**src/rtl/rrlr_pkg.sv**
```systemverilog
// ----------------------------------------------------------------------------
// rrlr_pkg
// Shared constants, word types and controller/datapath interface structs for
// the RSSI ring log.
// ----------------------------------------------------------------------------
package rrlr_pkg;

   localparam int DEPTH    = 32;
   localparam int IDX_W    = (DEPTH > 1) ? $clog2(DEPTH) : 1;
   localparam int CNT_W    = $clog2(DEPTH + 1);
   localparam int RSSI_W   = 8;
   localparam int MAC_W    = 48;
   localparam int ID_W     = 16;
   localparam logic [ID_W-1:0] ID_MAX = ID_W'(65000);

   localparam logic MODE_CAPTURE = 1'b0;
   localparam logic MODE_QUERY   = 1'b1;

   typedef struct packed {
      logic                     mode;
      logic signed [RSSI_W-1:0] rssi;
      logic        [MAC_W-1:0]  source_mac;
      logic        [ID_W-1:0]   resume_id;
   } req_word_type;

   typedef struct packed {
      logic                     has_record;
      logic signed [RSSI_W-1:0] rec_rssi;
      logic        [MAC_W-1:0]  rec_mac;
      logic        [ID_W-1:0]   rec_id;
      logic                     interrupted;
      logic                     last;
   } rsp_word_type;

   typedef struct packed {
      logic capture;
      logic query_start;
      logic scan_step;
      logic plan;
      logic emit_rd;
      logic load;
   } ctrl_cmd_type;

   typedef struct packed {
      logic scan_done;
      logic out_free;
      logic last_rec;
   } ctrl_stat_type;

endpackage

```
**src/rtl/rssi_ring_log_with_resume.sv**
```systemverilog
// ----------------------------------------------------------------------------
// rssi_ring_log_with_resume
// Ring log of captured RSSI/MAC records tagged with sequence ids, answering
// queries from the oldest record or resuming at a given id.
// ----------------------------------------------------------------------------
// Capture: the next word is accepted on the following cycle.
// Query: an id scan over the stored records (stops at the first match), then
//   answer planning, then for each result word a registered store read and a
//   load into the output register; no new word is accepted until the last loads.
// The last result word sits in the output register while the next word is taken.
// Reset is synchronous: ring index and record count clear, next id is 1, the
//   record store itself is not cleared and no clearing pass runs.
module rssi_ring_log_with_resume (
   input  logic                  clock,
   input  logic                  reset,
   input  logic                  req_valid,
   output logic                  req_stall,
   input  rrlr_pkg::req_word_type req_word,
   output logic                  rsp_valid,
   input  logic                  rsp_stall,
   output rrlr_pkg::rsp_word_type rsp_word
);
   import rrlr_pkg::*;

   ctrl_cmd_type  cmd;
   ctrl_stat_type stat;

   rrlr_ctrl u_ctrl (
      .clock     (clock),
      .reset     (reset),
      .req_valid (req_valid),
      .req_mode  (req_word.mode),
      .req_stall (req_stall),
      .stat      (stat),
      .cmd       (cmd)
   );

   rrlr_dp u_dp (
      .clock     (clock),
      .reset     (reset),
      .cmd       (cmd),
      .stat      (stat),
      .req_word  (req_word),
      .rsp_stall (rsp_stall),
      .rsp_valid (rsp_valid),
      .rsp_word  (rsp_word)
   );

endmodule

```
**src/rtl/rrlr_ctrl.sv**
```systemverilog
// ----------------------------------------------------------------------------
// rrlr_ctrl
// Sequencer for the RSSI ring log: accepts a word, runs the id scan, plans the
// answer and steps the record reads and result loads.
// ----------------------------------------------------------------------------
module rrlr_ctrl (
   input  logic                   clock,
   input  logic                   reset,
   input  logic                   req_valid,
   input  logic                   req_mode,
   output logic                   req_stall,
   input  rrlr_pkg::ctrl_stat_type stat,
   output rrlr_pkg::ctrl_cmd_type  cmd
);
   import rrlr_pkg::*;

   typedef enum logic [4:0] {
      ST_IDLE = 5'b00001,
      ST_SCAN = 5'b00010,
      ST_PLAN = 5'b00100,
      ST_EMIT = 5'b01000,
      ST_LOAD = 5'b10000
   } state_type;

   state_type state_ff;
   state_type state_in;

   always_comb begin
      state_in  = state_ff;
      cmd       = '0;
      req_stall = 1'b1;
      case (state_ff)
         ST_IDLE: begin
            req_stall = 1'b0;
            if (req_valid) begin
               if (req_mode == MODE_QUERY) begin
                  cmd.query_start = 1'b1;
                  state_in        = ST_SCAN;
               end else begin
                  cmd.capture = 1'b1;
               end
            end
         end
         ST_SCAN: begin
            if (stat.scan_done) begin
               state_in = ST_PLAN;
            end else begin
               cmd.scan_step = 1'b1;
            end
         end
         ST_PLAN: begin
            cmd.plan = 1'b1;
            state_in = ST_EMIT;
         end
         ST_EMIT: begin
            cmd.emit_rd = 1'b1;
            state_in    = ST_LOAD;
         end
         ST_LOAD: begin
            if (stat.out_free) begin
               cmd.load = 1'b1;
               state_in = stat.last_rec ? ST_IDLE : ST_EMIT;
            end
         end
         default: begin
            state_in = ST_IDLE;
         end
      endcase
   end

   always_ff @(posedge clock) begin
      if (reset) begin
         state_ff <= ST_IDLE;
      end else begin
         state_ff <= state_in;
      end
   end

   a_load_when_free: assert property (@(posedge clock) disable iff (reset)
      cmd.load |-> stat.out_free)
      else $error("result loaded while output register busy");

   a_no_accept_busy: assert property (@(posedge clock) disable iff (reset)
      (state_ff != ST_IDLE) |=> !$past(cmd.capture || cmd.query_start))
      else $error("word accepted outside idle");

endmodule

```
**src/rtl/rrlr_dp.sv**
```systemverilog
// ----------------------------------------------------------------------------
// rrlr_dp
// Datapath for the RSSI ring log: record store, ring pointers, id scan,
// answer planning and the result output register.
// ----------------------------------------------------------------------------
module rrlr_dp (
   input  logic                   clock,
   input  logic                   reset,
   input  rrlr_pkg::ctrl_cmd_type  cmd,
   output rrlr_pkg::ctrl_stat_type stat,
   input  rrlr_pkg::req_word_type  req_word,
   input  logic                   rsp_stall,
   output logic                   rsp_valid,
   output rrlr_pkg::rsp_word_type  rsp_word
);
   import rrlr_pkg::*;

   typedef struct packed {
      logic signed [RSSI_W-1:0] rssi;
      logic        [MAC_W-1:0]  mac;
      logic        [ID_W-1:0]   id;
   } rec_word_type;

   localparam logic [IDX_W-1:0] LAST_IDX = IDX_W'(DEPTH - 1);
   localparam logic [CNT_W-1:0] FULL_CNT = CNT_W'(DEPTH);

   rec_word_type store_mem [DEPTH];
   rec_word_type rd_data_ff;
   rec_word_type wr_data;
   logic [IDX_W-1:0] rd_addr;
   logic             rd_en;
   logic             wr_en;

   logic [IDX_W-1:0] write_index_ff, write_index_in;
   logic [CNT_W-1:0] record_count_ff, record_count_in;
   logic [ID_W-1:0]  next_id_ff, next_id_in;
   logic [ID_W-1:0]  resume_id_ff, resume_id_in;
   logic [CNT_W-1:0] ptr_ff, ptr_in;
   logic             chk_vld_ff, chk_vld_in;
   logic [IDX_W-1:0] chk_pos_ff, chk_pos_in;
   logic             found_ff, found_in;
   logic [IDX_W-1:0] found_pos_ff, found_pos_in;
   logic             intr_ff, intr_in;
   logic [IDX_W-1:0] pos_ff, pos_in;
   logic [CNT_W-1:0] remain_ff, remain_in;
   logic             rsp_valid_ff, rsp_valid_in;
   rsp_word_type     rsp_word_ff, rsp_word_in;

   logic             keep;
   logic             full;
   logic [CNT_W:0]   span;

   assign keep = (req_word.rssi != '0) && (req_word.source_mac != '0);
   assign full = (record_count_ff == FULL_CNT);
   assign wr_en = cmd.capture && keep;
   assign wr_data = '{rssi: req_word.rssi, mac: req_word.source_mac, id: next_id_ff};
   assign rd_en = cmd.scan_step || cmd.emit_rd;
   assign rd_addr = cmd.scan_step ? ptr_ff[IDX_W-1:0] : pos_ff;

   always_comb begin
      if (write_index_ff > found_pos_ff) begin
         span = (CNT_W+1)'(write_index_ff) - (CNT_W+1)'(found_pos_ff);
      end else begin
         span = (CNT_W+1)'(write_index_ff) + (CNT_W+1)'(DEPTH)
              - (CNT_W+1)'(found_pos_ff);
      end
   end

   assign stat.scan_done = found_ff || (resume_id_ff == '0)
                        || (!chk_vld_ff && (ptr_ff >= record_count_ff));
   assign stat.out_free  = !rsp_valid_ff || !rsp_stall;
   assign stat.last_rec  = (remain_ff <= CNT_W'(1));

   always_comb begin
      write_index_in  = write_index_ff;
      record_count_in = record_count_ff;
      next_id_in      = next_id_ff;
      resume_id_in    = resume_id_ff;
      ptr_in          = ptr_ff;
      chk_vld_in      = 1'b0;
      chk_pos_in      = chk_pos_ff;
      found_in        = found_ff;
      found_pos_in    = found_pos_ff;
      intr_in         = intr_ff;
      pos_in          = pos_ff;
      remain_in       = remain_ff;
      rsp_valid_in    = rsp_valid_ff && rsp_stall;
      rsp_word_in     = rsp_word_ff;

      if (wr_en) begin
         write_index_in  = (write_index_ff == LAST_IDX) ? '0 : write_index_ff + 1'b1;
         record_count_in = full ? record_count_ff : record_count_ff + 1'b1;
         next_id_in      = (next_id_ff == ID_MAX) ? ID_W'(1) : next_id_ff + 1'b1;
      end

      if (chk_vld_ff && !found_ff && (rd_data_ff.id == resume_id_ff)) begin
         found_in     = 1'b1;
         found_pos_in = chk_pos_ff;
      end

      if (cmd.query_start) begin
         resume_id_in = req_word.resume_id;
         ptr_in       = '0;
         found_in     = 1'b0;
      end

      if (cmd.scan_step) begin
         chk_vld_in = (ptr_ff < record_count_ff);
         chk_pos_in = ptr_ff[IDX_W-1:0];
         if (ptr_ff < record_count_ff) begin
            ptr_in = ptr_ff + 1'b1;
         end
      end

      if (cmd.plan) begin
         intr_in = (resume_id_ff != '0) && !found_ff;
         if (found_ff) begin
            pos_in = found_pos_ff;
            if (!full) begin
               remain_in = record_count_ff - CNT_W'(found_pos_ff);
            end else begin
               remain_in = span[CNT_W-1:0];
            end
         end else begin
            pos_in    = full ? write_index_ff : '0;
            remain_in = record_count_ff;
         end
      end

      if (cmd.load) begin
         rsp_valid_in            = 1'b1;
         rsp_word_in.has_record  = (remain_ff != '0);
         rsp_word_in.interrupted = intr_ff;
         rsp_word_in.last        = stat.last_rec;
         if (remain_ff != '0) begin
            rsp_word_in.rec_rssi = rd_data_ff.rssi;
            rsp_word_in.rec_mac  = rd_data_ff.mac;
            rsp_word_in.rec_id   = rd_data_ff.id;
            remain_in            = remain_ff - 1'b1;
            pos_in               = (pos_ff == LAST_IDX) ? '0 : pos_ff + 1'b1;
         end else begin
            rsp_word_in.rec_rssi = '0;
            rsp_word_in.rec_mac  = '0;
            rsp_word_in.rec_id   = '0;
         end
      end
   end

   always_ff @(posedge clock) begin
      if (wr_en) begin
         store_mem[write_index_ff] <= wr_data;
      end
   end

   always_ff @(posedge clock) begin
      if (rd_en) begin
         rd_data_ff <= store_mem[rd_addr];
      end
   end

   always_ff @(posedge clock) begin
      if (reset) begin
         write_index_ff  <= '0;
         record_count_ff <= '0;
         next_id_ff      <= ID_W'(1);
         chk_vld_ff      <= 1'b0;
         found_ff        <= 1'b0;
         rsp_valid_ff    <= 1'b0;
      end else begin
         write_index_ff  <= write_index_in;
         record_count_ff <= record_count_in;
         next_id_ff      <= next_id_in;
         chk_vld_ff      <= chk_vld_in;
         found_ff        <= found_in;
         rsp_valid_ff    <= rsp_valid_in;
      end
   end

   always_ff @(posedge clock) begin
      resume_id_ff <= resume_id_in;
      ptr_ff       <= ptr_in;
      chk_pos_ff   <= chk_pos_in;
      found_pos_ff <= found_pos_in;
      intr_ff      <= intr_in;
      pos_ff       <= pos_in;
      remain_ff    <= remain_in;
      rsp_word_ff  <= rsp_word_in;
   end

   assign rsp_valid = rsp_valid_ff;
   assign rsp_word  = rsp_word_ff;

   a_count_bound: assert property (@(posedge clock) disable iff (reset)
      record_count_ff <= FULL_CNT)
      else $error("record count above depth");

   a_id_range: assert property (@(posedge clock) disable iff (reset)
      (next_id_ff != '0) && (next_id_ff <= ID_MAX))
      else $error("next id out of range");

   a_found_stored: assert property (@(posedge clock) disable iff (reset)
      found_ff |-> (CNT_W'(found_pos_ff) < record_count_ff))
      else $error("found position beyond stored records");

   a_empty_is_last: assert property (@(posedge clock) disable iff (reset)
      (cmd.load && (remain_ff == '0)) |=> (rsp_valid_ff && rsp_word_ff.last))
      else $error("empty answer not marked last");

endmodule

```
**config.mk**
```make
export PLATFORM = sky130hd
export DESIGN_NAME = rssi_ring_log_with_resume
export DESIGN_NICKNAME = d
export VERILOG_FILES = /design/src/rtl/rrlr_pkg.sv /design/src/rtl/rssi_ring_log_with_resume.sv /design/src/rtl/rrlr_ctrl.sv /design/src/rtl/rrlr_dp.sv
export SDC_FILE = /design/constraint.sdc
export NUM_CORES = 2
export LEC_CHECK = 0
export BUFFER_PORTS_ARGS = -buffer_cell sky130_fd_sc_hd__clkbuf_2
export CORE_MARGIN = 3
export CORE_UTILIZATION = 30
export CTS_BUF_LIST = sky130_fd_sc_hd__clkbuf_2
export CTS_CLUSTER_DIAMETER = 40
export DETAILED_ROUTE_END_ITERATION = 10
export SLEW_MARGIN = 20
export SYNTH_ARGS = -nofsm -noshare
export SYNTH_HDL_FRONTEND = slang
export SYNTH_SLANG_ARGS = --single-unit
```
**constraint.sdc**
```tcl
create_clock -name clock -period 17.2 [get_ports clock]
set_input_delay 3.44 -clock clock [delete_from_list [all_inputs] [get_ports clock]]
set_output_delay 3.44 -clock clock [all_outputs]
set_load 0.02 [all_outputs]
```
## Word level (Yosys, flattened, before mapping)

Memory sizes are Yosys's and may differ from the RTL's. A register that Yosys moved wholly into a read port is not among the register bits.
Index checks and enable logic that the tools add are counted.

- $add $sub $neg: 10
- Multiply operators: 0
- Div/mod/pow operators: 0
- Order comparisons: 4
- Eq/ne operators: 14
- Shift-type cells: 0
- Mux-type cells: 38
- Bitwise operators: 2
- Reductions and logical operators: 24

Operators by type and width:

| kind | number |
|---|---|
| $mux 5 | 12 |
| $mux 6 | 9 |
| $reduce_bool 48->1 | 1 |
| $pmux 5 s5 | 1 |
| $add 16x1->16 const B | 1 |
| $eq 16x16->1 | 1 |
| $eq 16x16->1 const B | 1 |
| $logic_not 16->1 | 1 |
| $mux 16 | 1 |
| $reduce_bool 16->1 | 1 |
| $eq 5x5->1 const B | 3 |
| $add 6x1->6 const B | 2 |
| $mux 1 | 12 |
| $sub 6x5->6 | 2 |
| $add 5x1->5 const B | 2 |
| $ne 2x2->1 const B | 4 |
| $reduce_bool 8->1 | 1 |
| $logic_and 1x1->1 | 7 |
| $add 5x6->6 const B | 1 |
| $eq 6x6->1 const B | 1 |
| $ge 6x6->1 | 1 |
| $le 6x1->1 const B | 1 |
| $lt 6x6->1 | 1 |
| $reduce_bool 6->1 | 1 |
| 15 further kinds | 24 |

- Flip-flop bits (word level): 154
- Bits in latches: 0
- Bits in writable memories: 2304
- ROM bits: 0
- Input port bits: 77
- Output and inout bits: 77
- Word-level logic and storage cells: 113
- Memories: 1

Memory list:

| name | words | bits a word | read ports | clocked after Yosys merged registers in | write ports | line | source |
|---|---|---|---|---|---|---|---|
| u_dp.store_mem | 32 | 72 | 1 | 1 | 1 | rrlr_dp.sv:27 | `rec_word_type store_mem [DEPTH];` |

## Longest topological paths before layout

- Depth in word-level cells: 8
- Gate-level depth with buffers: 16
- Depth with buffers taken out: 13

## Cells and area by module

Synthesis repeated with hierarchy kept, for this count alone.

- Cell total of the unflattened synthesis: 5512
- Area, all modules: 97129.4 sq um

By module, submodules not included:

| module | times used | cells each | area an instance (sq um) | sequential area each (sq um) |
|---|---|---|---|---|
| rrlr_dp | 1 | 5464 | 96750.3 | 75352.3 |
| rrlr_ctrl | 1 | 48 | 379.1 | 100.1 |

## Worst setup path before layout

Ideal clock, no wire load.

- Kind: input to register
- Start point: in req_word[68] in the netlist's numbering
- End point: mem u_dp.store_mem[15][0] in the netlist's numbering (enable)
- Arrival time: 7760 ps
- Required time: 16697 ps
- Slack: 8937 ps
- Cell stages on the path: 6
- Path buffers: 1
- Cells stage by stage: or4_1 nor2_1 nor4_1 clkbuf_1 nand2_1 nor2_1

- Word-level cells in the longest chain between the ends: 5

Ends and longest elaborated chain:

| what | line | source |
|---|---|---|
| start, declared | rssi_ring_log_with_resume.sv:18 | `input rrlr_pkg::req_word_type req_word,` |
| $reduce_bool 8->1 | rrlr_dp.sv:53 | `assign keep = (req_word.rssi != '0) && (req_word.source_mac != '0);` |
| $logic_and 1x1->1 | rrlr_dp.sv:53 |  |
| $logic_and 1x1->1 | rrlr_dp.sv:55 | `assign wr_en = cmd.capture && keep;` |
| $mux 1 | rrlr_dp.sv:150 | `if (wr_en) begin` |
| $mux 1 (implied by the code) | rrlr_dp.sv:151 | `store_mem[write_index_ff] <= wr_data;` |
| end, declared | rrlr_dp.sv:27 |  |

Every way passes these cells.

## Worst setup path in the final report

- Start point: in req_word[37] in the netlist's numbering
- End point: mem u_dp.store_mem[27][22] in the netlist's numbering (enable)

- Word-level cells in the longest chain between the ends: 5

Ends and longest elaborated chain:

| what | line |
|---|---|
| $reduce_bool 48->1 | rrlr_dp.sv:53 |
| $logic_and 1x1->1 | rrlr_dp.sv:53 |
| $logic_and 1x1->1 | rrlr_dp.sv:55 |
| $mux 1 | rrlr_dp.sv:150 |
| $mux 1 (implied by the code) | rrlr_dp.sv:151 |

Every way passes these cells.

==> metrics list <==
* Clock net sink count: around 2500
- Kind of path behind the tightest hold check: register to register
- Max Fanout on Critical Path: 33
- The analysis attributes to net switching a power of 6130 uW.
- The die covers between 300000 and 400000 um2.
- Clock latency on the worst-skew pair, taken at its later pin, is approximately 2.0 ns.
- In this run the tightest slew margin relative to its limit is 0.200.
- The number of nets in the synthesized netlist is 7506.
- STA puts the critical path data required time at 18.66 ns.
* Lkg Pwr: 0.0382 uW
- Pin count of the biggest net entering global routing: 199
* Fmax: ~140 MHz
- For hold timing, the worst endpoint is u_dp.found_pos_ff[2].
- Leading post-synthesis cells by instance count: sky130_fd_sc_hd__edfxtp_1, sky130_fd_sc_hd__nand2_1, sky130_fd_sc_hd__nand3_1
* Clock root buffer: sky130_fd_sc_hd__clkbuf_2
- Setup crit end kind: register
* Combinational power share: 0.310
* Number of global-route vias before repair: 64200
* Number of nets with antenna violations after detailed routing: 0
- The number of failing hold endpoints at the final stage is 0.
* Most instantiated flip-flop cell in the synthesis netlist: sky130_fd_sc_hd__edfxtp_1
* Sequential share of power: 0.436
* Critical Setup Path Class: input port to register
- Switching part of the total power: 0.384
- Cell depth of the worst min-delay path: 0
* Number of violations of the max-capacitance limit: 0
* Worst R2R Path Depth: 16
- Measured on the finished design, the core utilization comes to 0.337.
- Total number of vias: between 60000 and 70000
- Average wire per cell in the routed design: roughly 24 um
- Design internal power: 9830 uW
* Number of ports placed on the die boundary: 154
* Die boundary height: 582 um
- Total chip power: 16000 uW
- Among cell families on the critical path, the largest total delay comes from simple AND/OR/NAND/NOR gates.
- In the routed layout, each cell is associated on average with a via count of between 5 and 6.
- The HPWL after detailed placement is 151000 um.
- The biggest area contributor in the post-synthesis netlist is sky130_fd_sc_hd__edfxtp_1.
- The share of the Yosys chip area taken by registers is 0.757.
* Number of antenna violations at the first check in global routing: 30
- Hold path start: u_dp.chk_pos_ff[2]
* Floorplan core area: 331000 um2
* Clk pwr share: 0.254
- Fraction of final layout cells sized beyond drive strength 1: 0.160
- Status: finished clean
- Critical-path cell with the highest stage delay: sky130_fd_sc_hd__nor4_1
- Final-report max-slew violation count: 0
* Setup slack on the worst flop-to-flop path: 10.52 ns
* Horizontal die dimension: approximately 580 um
- After clock tree synthesis, the clock-pin slew on the worst setup and hold paths is 0.10 ns.
* DRC errors left: 0
* Port-buffer cells: 153
- IR analysis of the VDD net gives a maximum drop of between 150 and 200 uV.
* First-pass GRT wire length: ~430000 um
- Total of warnings raised by yosys: 0
- For this run, the slowest stage of the critical path takes 1.02 ns.
- The worst register-to-register path ends at u_dp.rd_data_ff[64].
* Average footprint of a synthesized cell: ~13 um2
* Count of state elements after synthesis: 2530
- Starting density of the core: 0.302
* Count of H-tree levels built during CTS: 6
- At the end of routability-driven placement, the weighted congestion stood at just under 0.8.
- After routing, the total negative slack on setup checks comes to 0 ns.
- The cell count after synthesis came out at 7397.
- Yosys mapped a number of flops with a built-in enable equal to 2478.
- Hold bufs inserted after CTS: 0
- The floorplan has 211 rows.
* Actual slew at the worst max-slew pin: 1.20 ns
- The synthesized netlist contains 68 unique library cells.
- Initial detailed-routing violation count: 7793
- Dominant cells by area after synthesis: sky130_fd_sc_hd__edfxtp_1, sky130_fd_sc_hd__nand2_1, sky130_fd_sc_hd__nand3_1
- Drt first pass iters: 6
- The final layout contains 7986 nets.
- Buffers added to address setup during post-CTS repair amount to 0.
- In this run the critical register-to-register path is launched from u_dp.record_count_ff[3].
- For the final database, setup skew stands at 0.198 ns.
* Worst-path cell chain: clkbuf_2, nor4_1, nand4_1, nor3_1, nor4_2, buf_4, nand2_1, nor2_4, buf_4, buf_4
- Total CTS buffers: around 640
- Counting flops with an async set or reset pin after synthesis yields a share of 0.
- Dominant cell by count in the synthesized netlist: sky130_fd_sc_hd__edfxtp_1
- In this run, post-CTS repair resized a total of 0 instances.
* Total detailed-routing wirelength: roughly 300000 um
- The routed design could run at a clock period as short as 7.29 ns.
- Critical Path Source Type: input port
- TritonCTS built the clock tree.
- Pwr/cell area: between 100 and 150 nW/um2
* Overall global routing resource usage: 0.171
- Of the post-synthesis cell area, the dominant cell type holds 0.747.
- Leftover overflow at the end of global routing: 0
- Setup repair after global routing left no endpoint under its margin.
- Post-Syn Area: approximately 100000 um2
- Area growth, synth to finish: 11.6%
- Clock tree buffer depth: 4
- The cell that appears most often on the critical path is sky130_fd_sc_hd__buf_4.
- Final critical-path share of the clock period: 0.424
- Data arrives at the worst endpoint at 8.75 ns.
- Setup Viol. Count Final: 0
- WP buf/inv: 4
-- cell families after synthesis --
logic type | share of synthesized area
AO/OA/AOI/OAI | 0.0547
XOR/XNOR | 0.00378
adder cells (fa/ha/maj) | 0.00417
buffers and inverters | 0.0215
flip-flops | 0.757
multiplexers | 0.0168
AND/OR/NAND/NOR | 0.142
-- cells in the final DEF (no fill, tap or decap), types with 67 or more instances in the layout --
cell type                  count
sky130_fd_sc_hd__a32oi_1      67
sky130_fd_sc_hd__and3_1      143
sky130_fd_sc_hd__a21oi_1     435
sky130_fd_sc_hd__and2_1       74
sky130_fd_sc_hd__a31oi_1      75
sky130_fd_sc_hd__nand3_1     677
sky130_fd_sc_hd__clkbuf_2   1027
sky130_fd_sc_hd__clkinv_1    127
sky130_fd_sc_hd__edfxtp_1   2478
sky130_fd_sc_hd__mux2i_1     155
sky130_fd_sc_hd__o21ai_0      92
sky130_fd_sc_hd__buf_4       136
sky130_fd_sc_hd__nor3_1      149
sky130_fd_sc_hd__nand2_1    2068
-- stage by stage --
stage	cells	hold slack [ns]	area (um2)	worst slack (ns)
floorplan	7397	0.400	99700	8.94
global placement	11600	0.402	105000	8.15
detailed placement	11600	0.405	105000	8.18
CTS	12700	0.382	111000	9.88
global route	12700	0.416	111000	9.90
finish	12700	0.429	111000	9.91
-- power groups by stage --
| stage | logic (uW) | clock network [uW] | registers, uW |
|---|---|---|---|
| after global routing | 5360 | 4500 | 6970 |
| final | 4940 | 4060 | 6960 |
| after detailed placement | 4940 | 0 | 7100 |
| after global placement | 4880 | 0 | 7090 |
| after floorplan | 3120 | 0 | 7090 |
| after CTS | 4960 | 4200 | 6960 |
-- per-layer routing --
layer  vias up  GRT usage  routed length (um)  part of all wire
li1      28600          -                   -                 -
met1     32600      0.234              124000              0.41
met2      3425      0.268              137000              0.46
met3       596     0.0340               29300             0.097
met4        12     0.0610                9250             0.031
met5         -          0                  73           0.00024
-- state kept, by name, indices dropped and copies added, names as in the netlist --
name,flops
u_dp.rd_data_ff,72
u_dp.intr_ff,1
u_dp.write_index_ff,5
u_dp.chk_pos_ff,5
u_dp.resume_id_ff,16
u_dp.next_id_ff,16
u_dp.ptr_ff,6
u_dp.found_pos_ff,5
u_dp.store_mem,2304
u_dp.remain_ff,6
u_ctrl.state_ff,5
u_dp.found_ff,1
u_dp.rsp_word,75
u_dp.record_count_ff,6
u_dp.pos_ff,5
u_dp.rsp_valid,1
u_dp.chk_vld_ff,1
-- layout make-up --
class	instances	area, um2
Antenna cell	13	32.5
Inverter	30	118
Fill cell	32500	219000
Multi-Input combinational cell	4380	22500
Timing Repair Buffer	297	1940
Clock inverter	212	1330
Clock buffer	874	4370
Sequential cell	2530	75500
Tap cell	4366	5460
-- how the worst max path moves through the flow --
| stage | from | to | slack (ns) | depth (start not counted) |
|---|---|---|---|---|
| after floorplan | req_word[68] | u_dp.store_mem[15][0] | 8.94 | 6 |
| after CTS | u_ctrl.state_ff[2] | req_stall | 9.88 | 3 |
| after global routing | u_ctrl.state_ff[2] | req_stall | 9.90 | 3 |
| final | req_word[37] | u_dp.store_mem[27][22] | 9.91 | 10 |
| after detailed placement | req_word[58] | u_dp.store_mem[25][21] | 8.18 | 11 |
| after global placement | req_word[58] | u_dp.store_mem[25][21] | 8.15 | 11 |
Note: power is estimated with default switching activity, not from simulation.
